--- src/rtl/rlmt_pkg.sv ---
`timescale 1ns / 1ps
`default_nettype none

package rlmt_pkg;

  localparam int RUN_W   = 24;
  localparam int LUMI_W  = 16;
  localparam int KIND_W  = 2;
  localparam int COUNT_W = 9;

  localparam logic [LUMI_W-1:0] LUMI_MAX = '1;

  typedef enum logic [KIND_W-1:0] {
    KIND_CLEAR  = 2'd0,
    KIND_INSERT = 2'd1,
    KIND_ADD    = 2'd2,
    KIND_QUERY  = 2'd3
  } kind_t;

  typedef enum logic [2:0] {
    S_IDLE,
    S_TOP,
    S_SCAN,
    S_DONE
  } state_t;

  typedef struct packed {
    logic [RUN_W-1:0]  run;
    logic [LUMI_W-1:0] first;
    logic [LUMI_W-1:0] last;
  } entry_t;

  // Result of comparing one stored range against the held pair.
  typedef struct packed {
    logic run_eq;
    logic in_range;
    logic follows;
  } cmp_t;

endpackage

`default_nettype wire

--- src/rtl/rlmt_match_unit.sv ---
`timescale 1ns / 1ps
`default_nettype none

module rlmt_match_unit
  import rlmt_pkg::*;
(
  input  wire entry_t            ent,
  input  wire logic [RUN_W-1:0]  run,
  input  wire logic [LUMI_W-1:0] lumi,
  output cmp_t                   cmp
);

  logic [LUMI_W-1:0] last_inc;

  assign last_inc     = ent.last + LUMI_W'(1);
  assign cmp.run_eq   = (ent.run == run);
  assign cmp.in_range = cmp.run_eq && (lumi >= ent.first) && (lumi <= ent.last);
  // A range that already ends at the top lumi cannot grow.
  assign cmp.follows  = (ent.last != LUMI_MAX) && (lumi == last_inc);

endmodule

`default_nettype wire

--- config.mk ---
export PLATFORM = sky130hd
export DESIGN_NAME = rlmt_match_unit
export DESIGN_NICKNAME = d
export VERILOG_FILES = /design/src/rtl/rlmt_pkg.sv /design/src/rtl/rlmt_match_unit.sv
export SDC_FILE = /design/constraint.sdc
export NUM_CORES = 1
export LEC_CHECK = 0
export BUFFER_PORTS_ARGS = -buffer_cell sky130_fd_sc_hd__clkbuf_2
export CORE_ASPECT_RATIO = 2
export CORE_MARGIN = 2
export CORE_UTILIZATION = 45
export DETAILED_ROUTE_END_ITERATION = 6
export MAX_ROUTING_LAYER = met4
export PLACE_DENSITY_LB_ADDON = 0.08
export SYNTH_ARGS = -nofsm -noshare
export SYNTH_HDL_FRONTEND = slang
export SYNTH_SLANG_ARGS = --single-unit
--- constraint.sdc ---
create_clock -name vclk -period 2.77
set_input_delay 0.277 -clock vclk [all_inputs]
set_output_delay 0.277 -clock vclk [all_outputs]
set_load 0.03 [all_outputs]
# Word-level counts from Yosys, hierarchy flattened

Cells that the tools add are included.

Register bits after elaboration: 0
Input bits: 96
Output and inout bits: 3

Add/sub/neg operators: 1
Order comparisons: 2
Eq/ne operators: 3
Reductions and logical operators: 3

Operator list:

| kind                    | number |
|---|---|
| $eq A24 B24 Y1          | 1 |
| $add A16 B1 Y16 const B | 1 |
| $eq A16 B16 Y1          | 1 |
| $ge A16 B16 Y1          | 1 |
| $le A16 B16 Y1          | 1 |
| $ne A16 B16 Y1 const B  | 1 |
| $logic_and A1 B1 Y1     | 3 |

# Depth between registers and ports, before layout

Gate-level depths: netlist (run 1).

Depth in word-level cells: 3
Mapped depth: 8
Depth with buffers taken out: 8

# Worst setup path after synthesis (run 1)

Ideal clock, no wire load.

Kind: input to output
Start: input run[20]
End: output cmp[1] in the netlist's numbering
Arrival time: 2470 ps
Slack: 23 ps
Cell stages on the path: 6
Buffers on the path: 0
Cells stage by stage: xor2_1 > nor4_1 > nand4_1 > nor3_1 > o31ai_1 > a221oi_1

RTL lines:

| item               | line                  | RTL |
|---|---|---|
| start: declaration | rlmt_match_unit.sv:8  | `input wire logic [RUN_W-1:0] run,` |
| end: declaration   | rlmt_match_unit.sv:10 | `output cmp_t cmp` |

==> results of run 1 <==
[cell usage after synthesis (all sizes together)]
cell,number,area [um2]
o21ai,7,35.0
and4,1,11.3
ha,33,413
xor2,22,193
a32oi,1,8.76
a22o,1,8.76
a22oi,1,7.51
nor4,7,50.1
xnor2,22,193
nand4b,1,8.76
and3,2,12.5
nor2b,2,12.5
or3,2,12.5
nand3,5,25.0
o211ai,2,15.0
nor2,7,26.3
mux2i,2,20.0
a21o,14,105
nor3,6,30.0
o21a,1,7.51
clkbuf,1,3.75
or2,1,6.26
o2111ai,1,8.76
inv,33,124
and2,1,6.26
nand4,16,115
a221oi,1,8.76
o211a,1,10.0
or4,3,26.3
a211oi,2,15.0
nand2b,2,12.5
a21oi,8,40.0
nand2,4,15.0
o31ai,3,22.5
o41ai,1,8.76
[worst min-delay path by stage]
stage                 start     end  slack (ns)
finish              ent[36]  cmp[2]        0.99
global route        ent[47]  cmp[2]        1.02
CTS                 ent[36]  cmp[2]         1.0
detailed placement  ent[36]  cmp[2]         1.0
global placement    ent[36]  cmp[2]         1.0
floorplan           ent[36]  cmp[2]        0.79
[layer usage]
layer	track usage (%)	up-vias
met5	-	-
met4	7.79	0
met3	0.204	10
met2	45.8	76
met1	20.6	845
li1	-	1004
[area by class of cell]
| cell class | instances | area share [%] |
|---|---|---|
| inverters | 33 | 5.59 |
| well taps | 48 | 2.71 |
| repair buffers | 105 | 24.4 |
| multi-input cells | 183 | 67.3 |
[stage by stage]
stage,std cells,hold slack (ns),power (mW)
6_report,369,0.990,0.295
2_1_floorplan,217,0.785,0.162
4_1_cts,369,0.999,0.299
3_5_place_dp,369,0.998,0.297
5_1_grt,369,1.02,0.331
3_3_place_gp,369,0.997,0.292
[cell families after synthesis]
| logic type | synth area share [%] |
|---|---|
| buffers and inverters | 7.89 |
| AO/OA/AOI/OAI | 18.6 |
| adder cells (fa/ha/maj) | 25.5 |
| multiplexers | 1.24 |
| AND/OR/NAND/NOR | 22.9 |
| XOR/XNOR | 23.8 |
[where the power goes]
part	leakage, nW	switching (mW)	internal (mW)
sequential	0	0	0
combinational	1.25	0.146	0.149
clock	0	0	0
==> summary.md, run 1 <==
| Metric | Value |
|---|---|
| Status | `complete, no violations` |
| Crit Path Max Fanout | `6` |
| Via count | `between 1,500 and 2,000` |
| Core Rows | `30` |
| Setup TNS | `0 ns` |
| Share of post-route cells with drive strength above 1 | `about a third` |
| Met3 routed WL | `~210 um` |
| Unique masters post-synth | `38` |
| Worst rel slew slack | `between 70% and 80%` |
| Fin util | `about two thirds` |
| Placed cell area | `between 0.002 and 0.0025 mm2` |
| Worst-path cell chain | `clkbuf_2 -> and4_4 -> nand4_4 -> or4_4 -> or4_1 -> o211a_1 -> nor4_2 -> clkbuf_2` |
| Die Width | `46.4 um` |
| FFs & Latches | `0` |
| Crit start category | `primary input` |
| Post-CTS sizing | `0` |
| Core area | `approximately 0.0034 mm2` |
| Vias in the first global route | `around 1,800` |
| M1 wire length | `~1.6 mm` |
| Drc violations | `0` |
| Setup Fix Bufs, Post-CTS | `0` |
| Wire length on met2 | `2.57 mm` |
| Crit path kind | `primary input to output port` |
| Drt via density | `5.24` |
| RSZ-0062 raised after global routing | `no` |
| Area of the multi-input gates | `roughly 0.0015 mm2` |
| Worst setup endpoint | `cmp[0]` |
| Final hold violation count | `0` |
| Final min period | `2.65 ns` |
| Setup crit start | `ent[3]` |
| CP max-delay cell | `or4_4` |
| First-pass GRT wire length | `6.95 mm` |
| Crit-path leading delay family | `simple AND/OR/NAND/NOR gates` |
| Clock buffer cells | `0` |
| Total congestion overflow | `0` |
| GRT Util Overall | `approximately 23%` |
| Cell mode on critical path | `clkbuf_2` |
| Crit path depth | `8` |
| Initial Util | `between 40% and 50%` |
| Fmax | `roughly 380 MHz` |
| Max cap viols | `0` |
| Mapped cell area | `0.00162 mm2` |
| Lkg Pwr | `roughly 1.3 nW` |
| CP peak stage delay | `a little over 0.5 ns` |
| Pin count of the biggest net entering global routing | `9` |
| Nets | `around 450` |
| WHS Path Cells | `5` |
| Pwr dens | `between 100 and 150 mW/mm2` |
| Final Cycle Share | `a little over nine tenths` |
| CP required | `2.49 ns` |
| Num ports | `99` |
| Hold_buf cts | `0` |
| Fillers | `between 300 and 400` |
| Max Used Layer | `met4` |
| Routed Antenna Nets | `0` |
| Leading cell type in the layout, fill and taps excluded | `clkbuf_2` |
| Final setup margin | `between 0.1 and 0.15 ns` |
| Peak supply drop | `about 70 uV` |
| Critical Path Sink Type | `output port` |
| Total Wirelength | `about 4.5 mm` |
| Wire length per cell | `between 10 and 15 um` |
| Hpwl dp | `between 4 and 5 mm` |
| Hold Path Class | `primary input to output port` |
| ANT cells | `0` |
| Initial antenna violation count | `0` |
| Post-Syn Instances | `217` |
| WP buf/inv | `2` |
| Synthesized area per cell | `roughly 7.5 um2` |
| Gpl congestion | `roughly 0.96` |
| Worst slew pin tran | `0.324 ns` |
| Slew Limit Fails | `0` |
| Input/output buffers | `99` |
| Post-synthesis net count | `about 350` |
| Initial DRC count | `18` |
| Die ar. | `0.00412 mm2` |
| Register area share after synthesis | `0%` |
| Pre-CTS WS | `~0.13 ns` |
| Chip Height | `88.8 um` |
| Commonest cells after routing, fill and taps aside | `99 x clkbuf_2, 33 x inv_1, 33 x ha_1, 22 x xnor2_1, 22 x xor2_1` |
| Crit path DAT | `roughly 2.4 ns` |
| Drt pass-1 iters | `4` |
| Synth warnings | `0` |
| Area taken by flip-flops and latches | `0 um2` |
| Area Overhead vs Synth | `36.9%` |
| Final setup vio count | `0` |
| Design area | `around 0.0022 mm2` |
Power figures use the tool's default switching activity.
==> run 2, diff against run 1 <==
--- a/config.mk
+++ b/config.mk
@@ -5,11 +5,11 @@
 export SDC_FILE = /design/constraint.sdc
 export NUM_CORES = 1
 export LEC_CHECK = 0
-export BUFFER_PORTS_ARGS = -buffer_cell sky130_fd_sc_hd__clkbuf_2
 export CORE_ASPECT_RATIO = 2
 export CORE_MARGIN = 2
 export CORE_UTILIZATION = 45
 export DETAILED_ROUTE_END_ITERATION = 6
+export DONT_BUFFER_PORTS = 1
 export MAX_ROUTING_LAYER = met4
 export PLACE_DENSITY_LB_ADDON = 0.08
 export SYNTH_ARGS = -nofsm -noshare
==> constraint.sdc (replaced) <==
create_clock -name vclk -period 3.3
set_input_delay 0.33 -clock vclk [all_inputs]
set_output_delay 0.33 -clock vclk [all_outputs]
set_load 0.03 [all_outputs]
==> run 2 against run 1 <==
Effect of this change: non-clock buffer count decreased by 102; final area decreased by 23%; critical endpoint unchanged; die area unchanged; cell count is 28% lower; largest cell class unchanged; global-route usage unchanged.
==> summary.md, run 2 (same netlist as run 1, synthesis figures left out) <==
| Metric | Value |
|---|---|
| Final setup vio count | `0 (unchanged)` |
| Setup TNS | `0 ns (unchanged)` |
| Die ar. | `0.00412 mm2 (unchanged)` |
| Core area | `0.00342 mm2 (unchanged)` |
| Initial antenna violation count | `0 (unchanged)` |
| Die Width | `46.4 um (unchanged)` |
| Hold Path Class | `primary input to output port (unchanged)` |
| Non-filler cells in the finished layout | `267 (was 369)` |
| Worst rel slew slack | `59.0% (was 78.2%)` |
| Post-CTS sizing | `0 (unchanged)` |
| Setup Fix Bufs, Post-CTS | `0 (unchanged)` |
| Routed Antenna Nets | `0 (unchanged)` |
| FFs & Latches | `0 (unchanged)` |
| Drt via density | `6.11 (was 5.24)` |
| Gpl congestion | `0.877 (was 0.965)` |
| Drc violations | `0 (unchanged)` |
| Fin util | `49.7% (was 64.8%)` |
| Status | `complete, no violations (unchanged)` |
| Fmax | `about 390 MHz` |
| Chip Height | `88.8 um (unchanged)` |
| Critical Path Sink Type | `output port (unchanged)` |
| Setup crit start | `ent[0] (was ent[3])` |
| Hold path endpoint | `cmp[2] (unchanged)` |
| Worst slew pin tran | `0.609 ns (was 0.324 ns)` |
| First-pass GRT wire length | `6.97 mm (was 6.95 mm)` |
| GRT Util Overall | `22.6% (unchanged)` |
| Num ports | `99 (unchanged)` |
| Area Overhead vs Synth | `4.87% (was 36.9%)` |
| Input/output buffers | `0 (was 99)` |
| CP required | `2.97 ns (was 2.49 ns)` |
| Pwr dens | `97.7 mW/mm2 (was 133 mW/mm2)` |
| Crit path DAT | `2.24 ns (was 2.38 ns)` |
| Vias in the first global route | `1,679 (was 1,811)` |
| Share of post-route cells with drive strength above 1 | `3.65% (was 34.3%)` |
| Crit start category | `primary input (unchanged)` |
| Final Cycle Share | `78.0%` |
| Drt pass-1 iters | `4 (unchanged)` |
| ANT cells | `0 (unchanged)` |
| Hold Startpoint | `ent[36] (unchanged)` |
| Initial Util | `47.4% (unchanged)` |
| Final hold violation count | `0 (unchanged)` |
| Via count | `1,631 (was 1,935)` |
| Total congestion overflow | `0 (unchanged)` |
| Max cap viols | `0 (unchanged)` |
| Total Wirelength | `4.41 mm (was 4.51 mm)` |
| Commonest cells after routing, fill and taps aside | `33 x inv_1, 33 x ha_1, 22 x xnor2_1, 22 x xor2_1, 15 x nand4_1 (was 99 x clkbuf_2, 33 x inv_1, 33 x ha_1, 22 x xnor2_1, 22 x xor2_1)` |
| Wire length per cell | `16.5 um (was 12.2 um)` |
| Nets | `350 (was 452)` |
| Slew Limit Fails | `0 (unchanged)` |
| Pin count of the biggest net entering global routing | `9 (unchanged)` |
| Area taken by flip-flops and latches | `0 um2 (unchanged)` |
| Clock buffer cells | `0 (unchanged)` |
| RSZ-0062 raised after global routing | `no (unchanged)` |
| Peak supply drop | `45.1 uV (was 69.8 uV)` |
| Crit path kind | `primary input to output port (unchanged)` |
| Core Rows | `30 (unchanged)` |
| Lkg Pwr | `0.828 nW (was 1.25 nW)` |
| Placed insts | `267 (was 369)` |
| Crit Path Max Fanout | `5 (was 6)` |
| Hold_buf cts | `0 (unchanged)` |
| Final min period | `2.57 ns` |
| WHS Path Cells | `4 (was 5)` |
| Hpwl dp | `4.11 mm (was 4.28 mm)` |
| Initial DRC count | `12 (was 18)` |
-- run 2: cell count changes in the layout (fill, tap and decap cells not counted) --
cell	previous run	this run
buf_4	6	3
clkbuf_2	99	0
-- run 2: final cells by class --
type | instances | area (um2)
fillers | 359 | 1720
inverters | 33 | 124
multi-input cells | 183 | 1490
well taps | 48 | 60.1
repair buffers | 3 | 22.5
-- run 2: layer usage --
| layer | wire length (um) | vias up | share of wire [%] | GRT usage [%] |
|---|---|---|---|---|
| li1 | - | 796 | - | - |
| met1 | 1410 | 754 | 32 | 21.1 |
| met2 | 2620 | 73 | 59 | 45.6 |
| met3 | 253 | 8 | 5.7 | 1.43 |
| met4 | 119 | 0 | 2.7 | 5.71 |
| met5 | 0 | - | 0 | - |
-- run 2: worst max-delay path by stage --
| stage | to | slack (ns) | cells after the start |
|---|---|---|---|
| 2_1_floorplan | cmp[1] | 0.45 | 6 |
| 3_3_place_gp | cmp[0] | 0.79 | 7 |
| 3_5_place_dp | cmp[0] | 0.73 | 8 |
| 4_1_cts | cmp[0] | 0.71 | 8 |
| 5_1_grt | cmp[0] | 0.55 | 8 |
| 6_report | cmp[0] | 0.73 | 8 |
-- run 2: per-stage QoR --
stage	hold WS (ns)	setup WS [ns]	area [um2]	power [mW]
2_1_floorplan	0.891	0.447	1620	0.136
3_3_place_gp	0.963	0.790	1700	0.157
3_5_place_dp	0.973	0.732	1700	0.167
4_1_cts	0.973	0.710	1700	0.168
5_1_grt	1.00	0.549	1700	0.193
6_report	0.970	0.726	1700	0.166
-- run 2: critical path: stages --
cell     delay (ns)
ha_1           0.24
nand2_1        0.20
nor4_1         0.51
xnor2_1        0.13
o31ai_1        0.25
a32oi_1        0.10
nor4_2         0.29
buf_4          0.20
-- run 2: power by group --
group	internal (mW)	total [mW]	leakage, nW	switching [mW]
clock network	0	0	0	0
registers	0	0	0	0
logic	0.0852	0.166	0.828	0.0805
==> run 3, diff against run 2 <==
==> constraint.sdc (replaced) <==
create_clock -name vclk -period 2.4
set_input_delay 0.24 -clock vclk [all_inputs]
set_output_delay 0.24 -clock vclk [all_outputs]
set_load 0.03 [all_outputs]
==> run 3 against run 2 <==
Effect of this change: non-clock buffer count rose by 4; global-route usage rose by 2.0 points; hold slack got worse by 0.11 ns; critical path type unchanged; critical endpoint unchanged; largest cell class unchanged; core utilization rose by 2.0 points; worst setup slack got worse by 0.63 ns; largest power group unchanged; wire length rose by 8.2%; critical path depth fell by 1; first-iteration DRC count rose by 17%; combinational power rose by 43%; via count rose by 1.2%.
==> summary.md, run 3 (same netlist as run 1, synthesis figures left out) <==
| Metric | Value |
|---|---|
| Sw power | `0.117 mW (was 0.0805 mW)` |
| Area taken by flip-flops and latches | `0 um2 (unchanged)` |
| Final hold violation count | `0 (unchanged)` |
| Die Width | `46.4 um (unchanged)` |
| Pwr dens | `134 mW/mm2 (was 97.7 mW/mm2)` |
| Via count | `1,650 (was 1,631)` |
| Routed Antenna Nets | `0 (unchanged)` |
| Crit path DAT | `2.06 ns (was 2.24 ns)` |
| Worst rel slew slack | `74.6% (was 59.0%)` |
| Fillers | `356 (was 359)` |
| Area of the multi-input gates | `0.00153 mm2 (was 0.00149 mm2)` |
| Final min period | `~2.3 ns` |
| Crit path kind | `primary input to output port (unchanged)` |
| Total congestion overflow | `0 (unchanged)` |
| Core Rows | `30 (unchanged)` |
| Chip Height | `88.8 um (unchanged)` |
| Fin util | `51.6% (was 49.7%)` |
| ANT cells | `0 (unchanged)` |
| FFs & Latches | `0 (unchanged)` |
| Clock buffer cells | `0 (unchanged)` |
| Vias in the first global route | `1,775 (was 1,679)` |
| Initial Util | `47.4% (unchanged)` |
| Share of post-route cells with drive strength above 1 | `7.62% (was 3.65%)` |
| Wire length per cell | `17.6 um (was 16.5 um)` |
| Switching part of the total power | `49.4% (was 48.6%)` |
| RSZ-0062 raised after global routing | `no (unchanged)` |
| Gate power share | `100.0% (about the same)` |
| Pin count of the biggest net entering global routing | `9 (unchanged)` |
| Num ports | `99 (unchanged)` |
| Input/output buffers | `0 (unchanged)` |
| Hpwl dp | `4.45 mm (was 4.11 mm)` |
| Clock power frac | `0% (about the same)` |
| Fmax | `434 MHz` |
| GRT Util Overall | `24.6% (was 22.6%)` |
| Worst slew pin tran | `0.377 ns (was 0.609 ns)` |
| Core area | `0.00342 mm2 (unchanged)` |
| Area Overhead vs Synth | `9.05% (was 4.87%)` |
| CP peak stage delay | `0.51 ns (about the same)` |
| Flop pwr share | `0% (about the same)` |
| CP required | `2.16 ns (was 2.97 ns)` |
| Lkg Pwr | `0.861 nW (was 0.828 nW)` |
| Crit start category | `primary input (unchanged)` |
| Initial antenna violation count | `0 (unchanged)` |
| Final setup vio count | `0 (unchanged)` |
| Pint | `0.120 mW (was 0.0852 mW)` |
| CP max-delay cell | `or4_4 (was nor4_1)` |
| Hold Path Class | `primary input to output port (unchanged)` |
| Commonest cells after routing, fill and taps aside | `33 x inv_1, 33 x ha_1, 22 x xnor2_1, 22 x xor2_1, 15 x nand4_1 (unchanged)` |
| First-pass GRT wire length | `7.32 mm (was 6.97 mm)` |
| Drc violations | `0 (unchanged)` |
| Max cap viols | `0 (unchanged)` |
| Status | `complete, no violations (unchanged)` |
| Hold_buf cts | `0 (unchanged)` |
| Total Wirelength | `4.77 mm (was 4.41 mm)` |
| Crit Path Max Fanout | `6 (was 5)` |
| Gpl congestion | `0.890 (was 0.877)` |
| Final Cycle Share | `96.0%` |
| Slew Limit Fails | `0 (unchanged)` |
| Power Total | `0.237 mW (was 0.166 mW)` |
| Drt via density | `6.09 (was 6.11)` |
| Die ar. | `0.00412 mm2 (unchanged)` |
| Nets | `354 (was 350)` |
| Critical Path Sink Type | `output port (unchanged)` |
| Worst-path cell chain | `and4_4 -> nand4_4 -> or4_4 -> or4_1 -> o211a_1 -> nor4_4 -> buf_4 (was ha_1 -> nand2_1 -> nor4_1 -> xnor2_1 -> o31ai_1 -> a32oi_1 -> nor4_2 -> buf_4)` |
| Drt pass-1 iters | `4 (unchanged)` |
| Peak supply drop | `55.3 uV (was 45.1 uV)` |
| Initial DRC count | `14 (was 12)` |
run 3: critical path, delay by kind of cell:
| family | cells | cell delay, ns |
|---|---|---|
| and+or+nand+nor | 5 | 1.47 |
| buffers and inverters | 1 | 0.19 |
| AOI/OAI and AO/OA | 1 | 0.15 |
run 3: power groups by stage:
stage                     logic, mW  clock network (mW)  registers, mW
after floorplan               0.190                   0              0
after global placement        0.223                   0              0
after detailed placement      0.235                   0              0
after CTS                     0.237                   0              0
after global routing          0.272                   0              0
final                         0.237                   0              0
run 3: area by class of cell:
| type | instances | share of cell area [%] |
|---|---|---|
| inverter | 33 | 7.02 |
| tap | 48 | 3.40 |
| multi-input combinational | 183 | 86.6 |
| timing repair buffer | 7 | 2.98 |
run 3: metrics by stage:
step | instances | instance area (um2) | setup slack (ns) | hold slack [ns] | TNS, ns
2_1_floorplan | 217 | 1640 | -0.00410 | 0.711 | -0.00410
3_3_place_gp | 271 | 1750 | 0.136 | 0.848 | 0
3_5_place_dp | 271 | 1750 | 0.0960 | 0.858 | 0
4_1_cts | 271 | 1750 | 0.0967 | 0.862 | 0
5_1_grt | 271 | 1760 | 0.00408 | 0.891 | 0
6_report | 271 | 1760 | 0.0962 | 0.857 | 0
run 3: timing repair:
item / in CTS / in global routing
resized for setup: 0 / 3
setup buffers: 0 / 0
endpoints found under the setup margin: 0 / 1
run 3: worst paths after layout:
| kind | startpoint | to | cells past startpoint |
|---|---|---|---|
| setup / recovery | ent[3] | cmp[0] | 7 |
| hold / removal | ent[36] | cmp[2] | 4 |
run 3: metal layers:
| layer | vias up | global-route usage [%] | share of wire, % |
|---|---|---|---|
| met4 | 0 | 9.09 | 4.1 |
| met1 | 750 | 19.8 | 29 |
| met5 | - | - | 0 |
| met3 | 13 | 2.45 | 7.1 |
| li1 | 801 | - | - |
| met2 | 86 | 50.9 | 60 |
